===== src/hdl/ahrp_pkg.sv =====
// shared types, constants and the hex digit decode for the record parser
`default_nettype none

package ahrp_pkg;

	localparam int unsigned REC_BYTES = 42;
	localparam int unsigned POS_W = 6;

	localparam logic [7:0] CR_BYTE = 8'h0D;
	localparam logic [7:0] ACTION_BYTE = 8'h57;

	localparam logic [31:0] MARKER_RESET = 32'h414C7E46;
	localparam logic [16:0] MEMSIZE_RESET = 17'd4096;

	// configuration register indexes
	localparam logic [1:0] CFG_MARKER = 2'd0;
	localparam logic [1:0] CFG_MEMSIZE = 2'd1;

	// field boundaries as byte positions
	localparam logic [POS_W-1:0] POS_OFFSET = 6'd4;
	localparam logic [POS_W-1:0] POS_ACTION = 6'd8;
	localparam logic [POS_W-1:0] POS_LAST = 6'd41;
	localparam logic [POS_W-1:0] POS_SAT = 6'd42;

	// status codes
	localparam logic [2:0] ST_OK = 3'd0;
	localparam logic [2:0] ST_LENGTH = 3'd1;
	localparam logic [2:0] ST_OFFHEX = 3'd2;
	localparam logic [2:0] ST_DATAHEX = 3'd3;
	localparam logic [2:0] ST_MARKER = 3'd4;
	localparam logic [2:0] ST_ACTION = 3'd5;
	localparam logic [2:0] ST_ALIGN = 3'd6;
	localparam logic [2:0] ST_RANGE = 3'd7;

	typedef struct packed {
		logic        offhex;
		logic        datahex;
		logic        marker;
		logic        action;
	} err_flags_t;

	typedef struct packed {
		logic [2:0]  status;
		logic [15:0] record_offset;
		logic [63:0] data_low;
		logic [63:0] data_high;
	} result_t;

	typedef struct packed {
		logic        bad;
		logic [3:0]  value;
	} hex_t;

	// upper-case hex digit decode; bad digits read as zero
	function automatic hex_t hex_digit(input logic [7:0] c);
		hex_t h;
		h.bad = 1'b0;
		h.value = 4'd0;
		if (c >= 8'h30 && c <= 8'h39) begin
			h.value = 4'(c - 8'h30);
		end else if (c >= 8'h41 && c <= 8'h46) begin
			h.value = 4'(c - 8'h37);
		end else begin
			h.bad = 1'b1;
		end
		return h;
	endfunction

endpackage

`default_nettype wire


===== src/hdl/ahrp_field_unit.sv =====
// record field state: position, offset and data shifts, error flags, result on carriage return
`default_nettype none

module ahrp_field_unit
	import ahrp_pkg::*;
(
	input  wire logic        clk,
	input  wire logic        arst_n,
	input  wire logic        accept,
	input  wire logic [7:0]  rx_byte,
	input  wire logic [31:0] marker_word,
	input  wire logic [16:0] memory_size,
	output logic             push,
	output result_t          result
);

	logic [POS_W-1:0] pos_q;
	logic [3:0]       nib_q;
	logic [15:0]      off_q;
	logic [63:0]      lo_q;
	logic [63:0]      hi_q;
	err_flags_t       err_q;

	logic             is_cr;
	hex_t             hx;
	logic [7:0]       want;
	logic [7:0]       data_byte;

	assign is_cr = (rx_byte == CR_BYTE);
	assign push = accept && is_cr;
	assign hx = hex_digit(rx_byte);
	assign data_byte = {nib_q, hx.value};

	// expected marker byte, first byte in the top bits
	always_comb begin
		unique case (pos_q[1:0])
			2'd0: want = marker_word[31:24];
			2'd1: want = marker_word[23:16];
			2'd2: want = marker_word[15:8];
			default: want = marker_word[7:0];
		endcase
	end

	// result of the record ended by this carriage return
	always_comb begin
		logic [15:0] off;
		logic [63:0] lo;
		logic [63:0] hi;
		off = err_q.offhex ? 16'd0 : off_q;
		lo = err_q.datahex ? 64'd0 : lo_q;
		hi = err_q.datahex ? 64'd0 : hi_q;
		result.record_offset = off;
		result.data_low = lo;
		result.data_high = hi;
		if (pos_q != POS_LAST) begin
			result.status = ST_LENGTH;
			result.record_offset = 16'd0;
			result.data_low = 64'd0;
			result.data_high = 64'd0;
		end else if (err_q.offhex) begin
			result.status = ST_OFFHEX;
		end else if (err_q.datahex) begin
			result.status = ST_DATAHEX;
		end else if (err_q.marker) begin
			result.status = ST_MARKER;
		end else if (err_q.action) begin
			result.status = ST_ACTION;
		end else if (off[3:0] != 4'd0) begin
			result.status = ST_ALIGN;
		end else if ({1'b0, off} >= memory_size) begin
			result.status = ST_RANGE;
		end else begin
			result.status = ST_OK;
		end
	end

	// per-byte state update
	always_ff @(posedge clk or negedge arst_n) begin
		if (!arst_n) begin
			pos_q <= '0;
			nib_q <= '0;
			off_q <= '0;
			lo_q <= '0;
			hi_q <= '0;
			err_q <= '0;
		end else if (accept) begin
			if (is_cr) begin
				pos_q <= '0;
				nib_q <= '0;
				off_q <= '0;
				lo_q <= '0;
				hi_q <= '0;
				err_q <= '0;
			end else begin
				if (pos_q < POS_OFFSET) begin
					if (rx_byte != want) begin
						err_q.marker <= 1'b1;
					end
				end else if (pos_q < POS_ACTION) begin
					if (hx.bad) begin
						err_q.offhex <= 1'b1;
					end
					off_q <= {off_q[11:0], hx.value};
				end else if (pos_q == POS_ACTION) begin
					if (rx_byte != ACTION_BYTE) begin
						err_q.action <= 1'b1;
					end
				end else if (pos_q < POS_LAST) begin
					if (hx.bad) begin
						err_q.datahex <= 1'b1;
					end
					// odd positions carry the high nibble
					if (pos_q[0]) begin
						nib_q <= hx.value;
					end else begin
						lo_q <= {hi_q[7:0], lo_q[63:8]};
						hi_q <= {data_byte, hi_q[63:8]};
					end
				end
				if (pos_q < POS_SAT) begin
					pos_q <= pos_q + 6'd1;
				end
			end
		end
	end

endmodule

`default_nettype wire


===== src/hdl/ahrp_out_buf.sv =====
// result register with a skid stage so bytes keep flowing while a result waits
`default_nettype none

module ahrp_out_buf
	import ahrp_pkg::*;
(
	input  wire logic    clk,
	input  wire logic    arst_n,
	input  wire logic    push,
	input  wire result_t push_data,
	output logic         can_push,
	output logic         out_valid,
	input  wire logic    out_ready,
	output result_t      out_data
);

	logic    main_valid_q;
	logic    skid_valid_q;
	result_t main_q;
	result_t skid_q;
	logic    main_free;

	assign can_push = !skid_valid_q;
	assign out_valid = main_valid_q;
	assign out_data = main_q;
	assign main_free = !main_valid_q || out_ready;

	// valid bits
	always_ff @(posedge clk or negedge arst_n) begin
		if (!arst_n) begin
			main_valid_q <= 1'b0;
			skid_valid_q <= 1'b0;
		end else if (main_free) begin
			main_valid_q <= skid_valid_q || push;
			skid_valid_q <= skid_valid_q && push;
		end else if (push) begin
			skid_valid_q <= 1'b1;
		end
	end

	// payload
	always_ff @(posedge clk) begin
		if (main_free) begin
			if (skid_valid_q) begin
				main_q <= skid_q;
				if (push) begin
					skid_q <= push_data;
				end
			end else if (push) begin
				main_q <= push_data;
			end
		end else if (push) begin
			skid_q <= push_data;
		end
	end

endmodule

`default_nettype wire


===== src/hdl/ascii_hex_record_parser.sv =====
// ascii hex record parser: one byte per cycle while in_ready is high,
// one result word per carriage return, registered in the main or skid register
// two result registers let bytes flow while one waits; in_ready is low while both hold
// reset: arst_n clears record state and valid bits, restores marker and memory size
`default_nettype none

module ascii_hex_record_parser
	import ahrp_pkg::*;
(
	input  wire logic        clk,
	input  wire logic        arst_n,
	input  wire logic        cfg_we,
	input  wire logic [1:0]  cfg_index,
	input  wire logic [31:0] cfg_data,
	input  wire logic        in_valid,
	output logic             in_ready,
	input  wire logic [7:0]  rx_byte,
	output logic             out_valid,
	input  wire logic        out_ready,
	output logic [2:0]       status,
	output logic [15:0]      record_offset,
	output logic [63:0]      data_low,
	output logic [63:0]      data_high
);

	logic [31:0] marker_q;
	logic [16:0] memsize_q;
	logic        accept;
	logic        push;
	result_t     res;
	result_t     out_res;

	// configuration registers
	always_ff @(posedge clk or negedge arst_n) begin
		if (!arst_n) begin
			marker_q <= MARKER_RESET;
			memsize_q <= MEMSIZE_RESET;
		end else if (cfg_we) begin
			if (cfg_index == CFG_MARKER) begin
				marker_q <= cfg_data;
			end else if (cfg_index == CFG_MEMSIZE) begin
				memsize_q <= cfg_data[16:0];
			end
		end
	end

	assign accept = in_valid && in_ready;

	ahrp_field_unit u_field (
		.clk         (clk),
		.arst_n      (arst_n),
		.accept      (accept),
		.rx_byte     (rx_byte),
		.marker_word (marker_q),
		.memory_size (memsize_q),
		.push        (push),
		.result      (res)
	);

	ahrp_out_buf u_out (
		.clk       (clk),
		.arst_n    (arst_n),
		.push      (push),
		.push_data (res),
		.can_push  (in_ready),
		.out_valid (out_valid),
		.out_ready (out_ready),
		.out_data  (out_res)
	);

	assign status = out_res.status;
	assign record_offset = out_res.record_offset;
	assign data_low = out_res.data_low;
	assign data_high = out_res.data_high;

endmodule

`default_nettype wire

===== config.mk =====
export PLATFORM = sky130hd
export DESIGN_NAME = ascii_hex_record_parser
export DESIGN_NICKNAME = d
export VERILOG_FILES = /design/src/hdl/ahrp_pkg.sv /design/src/hdl/ahrp_field_unit.sv /design/src/hdl/ahrp_out_buf.sv /design/src/hdl/ascii_hex_record_parser.sv
export SDC_FILE = /design/constraint.sdc
export NUM_CORES = 1
export LEC_CHECK = 0
export BUFFER_PORTS_ARGS = -buffer_cell sky130_fd_sc_hd__buf_2
export CORE_MARGIN = 5
export CORE_UTILIZATION = 37
export DETAILED_ROUTE_END_ITERATION = 10
export PLACE_DENSITY = 0.59
export SYNTH_ARGS = -nofsm -noshare
export SYNTH_HDL_FRONTEND = slang
export SYNTH_SLANG_ARGS = --single-unit

===== constraint.sdc =====
create_clock -name clk -period 7.5 [get_ports clk]
set_input_delay 0.375 -clock clk [delete_from_list [all_inputs] [get_ports clk]]
set_output_delay 0.375 -clock clk [all_outputs]
set_load 0.02 [all_outputs]

# == After elaboration in Yosys (flattened, before gate mapping) ==
# Cells that the tools add are included.
# Widths: inputs -> output; s select.
# totals
word_cells,140
input_bits,47
regBits,503
out_inout_bits,149
# classes
order_cmp,9
bitwise,1
n_reduce_logical,34
add_sub_neg,3
mux,59
eq_ne,13
# ops
cell,n
$mux 64,14
$mux 147,5
$mux 144,1
$mux 16,4
$mux 4,9
$pmux 8 s3,1
$reduce_bool 2->1,11
$mux 3,7
$reduce_and 6->1,3
$ge 16x17->1,1
$mux 1,15
$lt 6x6->1 const B,2
$mux 6,2
$reduce_and 3->1,3
$eq 8x4->1 const B,1
$ge 8x6->1 const B,1
$ge 8x7->1 const B,1
$le 8x6->1 const B,1
$le 8x7->1 const B,1
$ne 2x1->1 const B,4
$ne 8x7->1 const B,1
$ne 8x8->1,1
$add 6x1->6 const B,1
$eq 6x4->1 const B,1
18 further kinds,28

# == Logic depth before layout (Yosys ltp) ==
# depth
ltp_word,12
depth_mapped,10
ltp_nobuf,9

# == By module ==
# A second synthesis with hierarchy kept.
# hier_totals
hier_cells,1283
area_unflattened_um2,20822.5
# modules_own_cells
mod,cells_per_inst,seq_area_each_um2,area_each_um2,instances
ahrp_out_buf,467,8878.5,11056.9,1
ahrp_field_unit,711,3953.8,7882.6,1
ascii_hex_record_parser,105,1244.9,1883.1,1

# == Least setup slack after synthesis ==
# Ideal clock, no wire load.
# synth_timing
path_type,input to register
start,in rx_byte[1]
end,reg u_out.main_q (netlist bit u_out.out_data[0]) (enable)
path_buffers,0
arrival_time_ns,7.877
stages,7
t_required_ns,6.827
setup_time_ns,0.673
path_slack_ns,-1.050
cell_sequence,inv_1 > ha_1 > nor4bb_4 > nand3_2 > nor2_4 > nor2_1 > nor2b_1
# synth_via
elab_chain_cells,4
# synth_rtl
element,line_no,text
"start, declared",ascii_hex_record_parser.sv:17,"input wire logic [7:0] rx_byte,"
$eq 8x4->1,ahrp_field_unit.sv:29,assign is_cr = (rx_byte == CR_BYTE);
$logic_and 1x1->1,ahrp_field_unit.sv:30,assign push = accept && is_cr;
$reduce_bool 2->1 (no source line),-,
$reduce_and 2->1 (no source line),-,
"end signal, assigned",ahrp_out_buf.sv:45,main_q <= skid_q;
"end signal, assigned",ahrp_out_buf.sv:50,main_q <= push_data;
"end, declared",ahrp_out_buf.sv:19,result_t main_q;
# Every way passes these cells.
# A chain may end at the register's enable or synchronous reset.

# == Worst setup path in the final report ==
# layout_timing
start,reg u_out.skid_valid_q
end,reg u_field.lo_q[26]
# layout_via
elab_chain_cells,3
# layout_rtl
element,line_no,text
"start, declared",ahrp_out_buf.sv:18,logic skid_valid_q;
"start signal, assigned",ahrp_out_buf.sv:35,skid_valid_q <= skid_valid_q && push;
$logic_not 1->1,ahrp_out_buf.sv:23,assign can_push = !skid_valid_q;
$logic_and 1x1->1,ascii_hex_record_parser.sv:47,assign accept = in_valid && in_ready;
$reduce_and 6->1 (no source line),-,
"end signal, assigned",ahrp_field_unit.sv:116,"lo_q <= {hi_q[7:0], lo_q[63:8]};"
"end, declared",ahrp_field_unit.sv:20,logic [63:0] lo_q;
# Every way passes these cells.

==> reports/metrics.cfg <==
[run_status]
status=finished clean

[finish]
design_area_um2=24100
n_antenna_cell=0
drive_above_1_share_pct=20.2
final_nets=1873
area_delta_synth_final_pct=17.5

[placement]
gp_congestion=0.818
placed_cell_area_um2=22100
io_buffers=195
dpl.hpwl_um=29100

[floorplan]
die_h_um=245
rows=86
die_w_um=245
core_um2=55000
start_util_pct=37.3
io_pins=196
dieArea_um2=60200

[global_route]
grt_max_degree=128
grt_usage_pct=15.0
grt_overflow=0
grt_pass1_wl_um=72400
grt_pass1_vias=12432
antenna_found_initial=0

[flow_run]
maxCapViolations=0

[clocking]
cts_max_level=2
clk_path_buf_depth=3
clock_latency_ps=600
clkSlewWorstSetupHoldPaths_ps=60
cts.sinks=503
numCtsBuffers=54
cts_tree=built
root_buffer=clkbuf_16
cts_setup_buffers=0

[synthesis]
synth_cells=1607
synth.net_count=1678
ys_warn_count=0
avgSynthCellArea_um2=12.7
synth_edf_count=294
synth_ff_type=edfxtp_1
ys_seq_elements=503
syn_area_um2=20500
ys_types=59
ys_seq_area_share_pct=68.7
synthArstFlopShare_pct=41.6

[sta]
final-max-slew-violation-count=0
fmax_mhz=277
finClkSkew_ps=22.4
setup-violations-final=0
slew_headroom_pct=28.1
rsz0062_at_grt=no
fin_tns_setup_ps=0
finalCritPeriodShare_pct=48.1
final_hold_viol_count=0
fin_crit_ps=3610
worstMarginPinSlew_ps=1080

[setup_path]
start_kind=flop
critPathMaxStageDelay_ps=1060
crit_fanout=83
cp-end-kind=flop
worstPathArrival_ps=4130
startpoint=u_out.skid_valid_q$_DFFE_PN0P_
cp_top_family=buffers and inverters
worstPathRequired_ps=8020
reg2regPathDepth=8
crit_slowest_cell=dfrtp_4
critPathMostFrequentCell=buf_4
crit_buf_inv=2
r2r_end=u_field.lo_q[26]$_DFFE_PN0P_
crit_type=reg -> reg
regToRegSetupSlack_ps=3890
r2r-start=u_out.skid_valid_q$_DFFE_PN0P_
cp-endpoint=u_field.lo_q[26]$_DFFE_PN0P_
worst-path-stages=8
crit_chain=nand2b_4, nor2_1, o21ai_1, a21oi_2, a21oi_4, buf_4, buf_4, a22o_1

[route]
final_antenna_net_count=0
routed_wl_um=45800
vias_per_cell=4.80
dr.pass1.iters=5
drtIter0Drc=868
wl_per_cell_um=17.7
drc_errors=0
vias=12446

[power]
p_leak_nw=10.4
p_per_area_nw_per_um2=288
peakVddDrop_uv=183

[min_path]
min_path_type=in -> reg

worst min-delay path, delay by kind of cell:
| family | cells | cell delay, ps |
|---|---|---|
| simple gates | 1 | 50 |
| compound gates | 1 | 60 |
| buf+inv | 1 | 110 |
kinds of logic after synthesis:
family          after synthesis  synth area share [%]
xor+xnor                     11                 0.470
flops                       503                  68.7
compound gates              195                  7.85
simple gates                683                  15.2
fa+ha+maj                    24                  1.47
buf+inv                     128                  2.86
mux                          63                  3.40
per-stage QoR:
step,hold WS (ps),worst slack [ps],power (mW),std cells,util [%]
6_report,38.2,3890,6.94,2595,43.8
5_1_grt,1.90,3680,7.25,2595,43.8
4_1_cts,1.92,3880,7.02,2595,43.8
3_5_place_dp,344,3600,4.39,2473,40.2
3_3_place_gp,338,3730,4.36,2473,40.2
2_1_floorplan,79.4,1830,4.12,1607,-
cell usage in the layout, fill, tap and decap left out, types with 21 or more instances in the layout:
master | netlist | routed
clkbuf_16 | 0 | 55
nor2_1 | 28 | 27
dlygate4sd3_1 | 0 | 21
inv_1 | 35 | 35
nand2_1 | 451 | 451
buf_2 | 9 | 194
a22o_1 | 136 | 136
dfrtp_1 | 194 | 193
mux2_2 | 50 | 50
ha_1 | 24 | 24
edfxtp_1 | 294 | 294
and2_1 | 142 | 142
final cells by class:
type | count | area [um^2]
clock inverters | 23 | 191
inverters | 36 | 140
clock buffers | 78 | 1560
multi-input cells | 976 | 5850
well taps | 748 | 936
fillers | 5122 | 30900
repair buffers | 231 | 1310
flip-flops and latches | 503 | 14100
flip-flops by register name (all words and copies together), names as in the netlist, 6 cells and up:
signal	cells
u_field.lo_q	64
u_out.out_data	147
marker_q	32
memsize_q	17
u_field.hi_q	64
u_field.off_q	16
u_out.skid_q	147
u_field.pos_q	6
power by group:
part | switching [mW] | internal, mW
logic | 0.451 | 0.381
clock network | 1.08 | 1.52
registers | 0.301 | 3.21
cells in the mapped netlist (3+ instances only):
| library cell | count | area, um^2 |
|---|---|---|
| a211oi_1 | 3 | 22.5 |
| xor2_1 | 3 | 26.3 |
| a21oi_1 | 10 | 50.1 |
| nor2_1 | 28 | 105 |
| a222oi_1 | 8 | 80.1 |
| ha_1 | 24 | 300 |
| mux2_2 | 50 | 563 |
| nor3_1 | 8 | 40.0 |
| edfxtp_1 | 294 | 8830 |
| dfrtp_1 | 194 | 4850 |
| buf_6 | 8 | 90.1 |
| nand2_1 | 451 | 1690 |
| nand3_1 | 6 | 30.0 |
| buf_2 | 9 | 45.0 |
| o31ai_1 | 3 | 22.5 |
| and2_1 | 142 | 888 |
| inv_1 | 35 | 131 |
| nand4_1 | 7 | 43.8 |
| nand2b_1 | 7 | 43.8 |
| nor4_1 | 4 | 25.0 |
| o21a_1 | 3 | 22.5 |
| buf_4 | 9 | 67.6 |
| nor2b_1 | 16 | 100 |
| buf_1 | 13 | 48.8 |
| xnor2_1 | 8 | 70.1 |
| o21ai_0 | 14 | 70.1 |
| clkbuf_1 | 52 | 195 |
| a22o_1 | 136 | 1190 |
| mux2i_1 | 11 | 110 |
| a21oi_2 | 3 | 26.3 |
| dfstp_2 | 15 | 394 |
worst min-delay path by stage:
stage,start,to,depth (start not counted),slack [ps]
floorplan,arst_n,marker_q[0]$_DFFE_PN0P_,0,80
global placement,arst_n,u_field.nib_q[0]$_DFFE_PN0P_,1,340
detailed placement,arst_n,u_field.hi_q[40]$_DFFE_PN0P_,1,340
CTS,cfg_data[13],memsize_q[13]$_DFFE_PN0P_,2,2
global route,cfg_data[13],memsize_q[13]$_DFFE_PN0P_,2,2
finish,cfg_data[4],marker_q[4]$_DFFE_PN0P_,3,40
repair_timing:
item,4_1_cts,5_1_grt
resized for setup,0,0
endpoints found under the hold margin,77,0
hold buffers,21,0
metal layers:
layer  share of wire [%]  vias up  track usage, %
met5                   0        -               0
met4                 1.6        0            3.15
met3                 4.8       64            3.15
met2                  48      272            24.8
met1                  45     6108            20.5
li1                    -     6002               -
(Power assumes the default switching activity.)
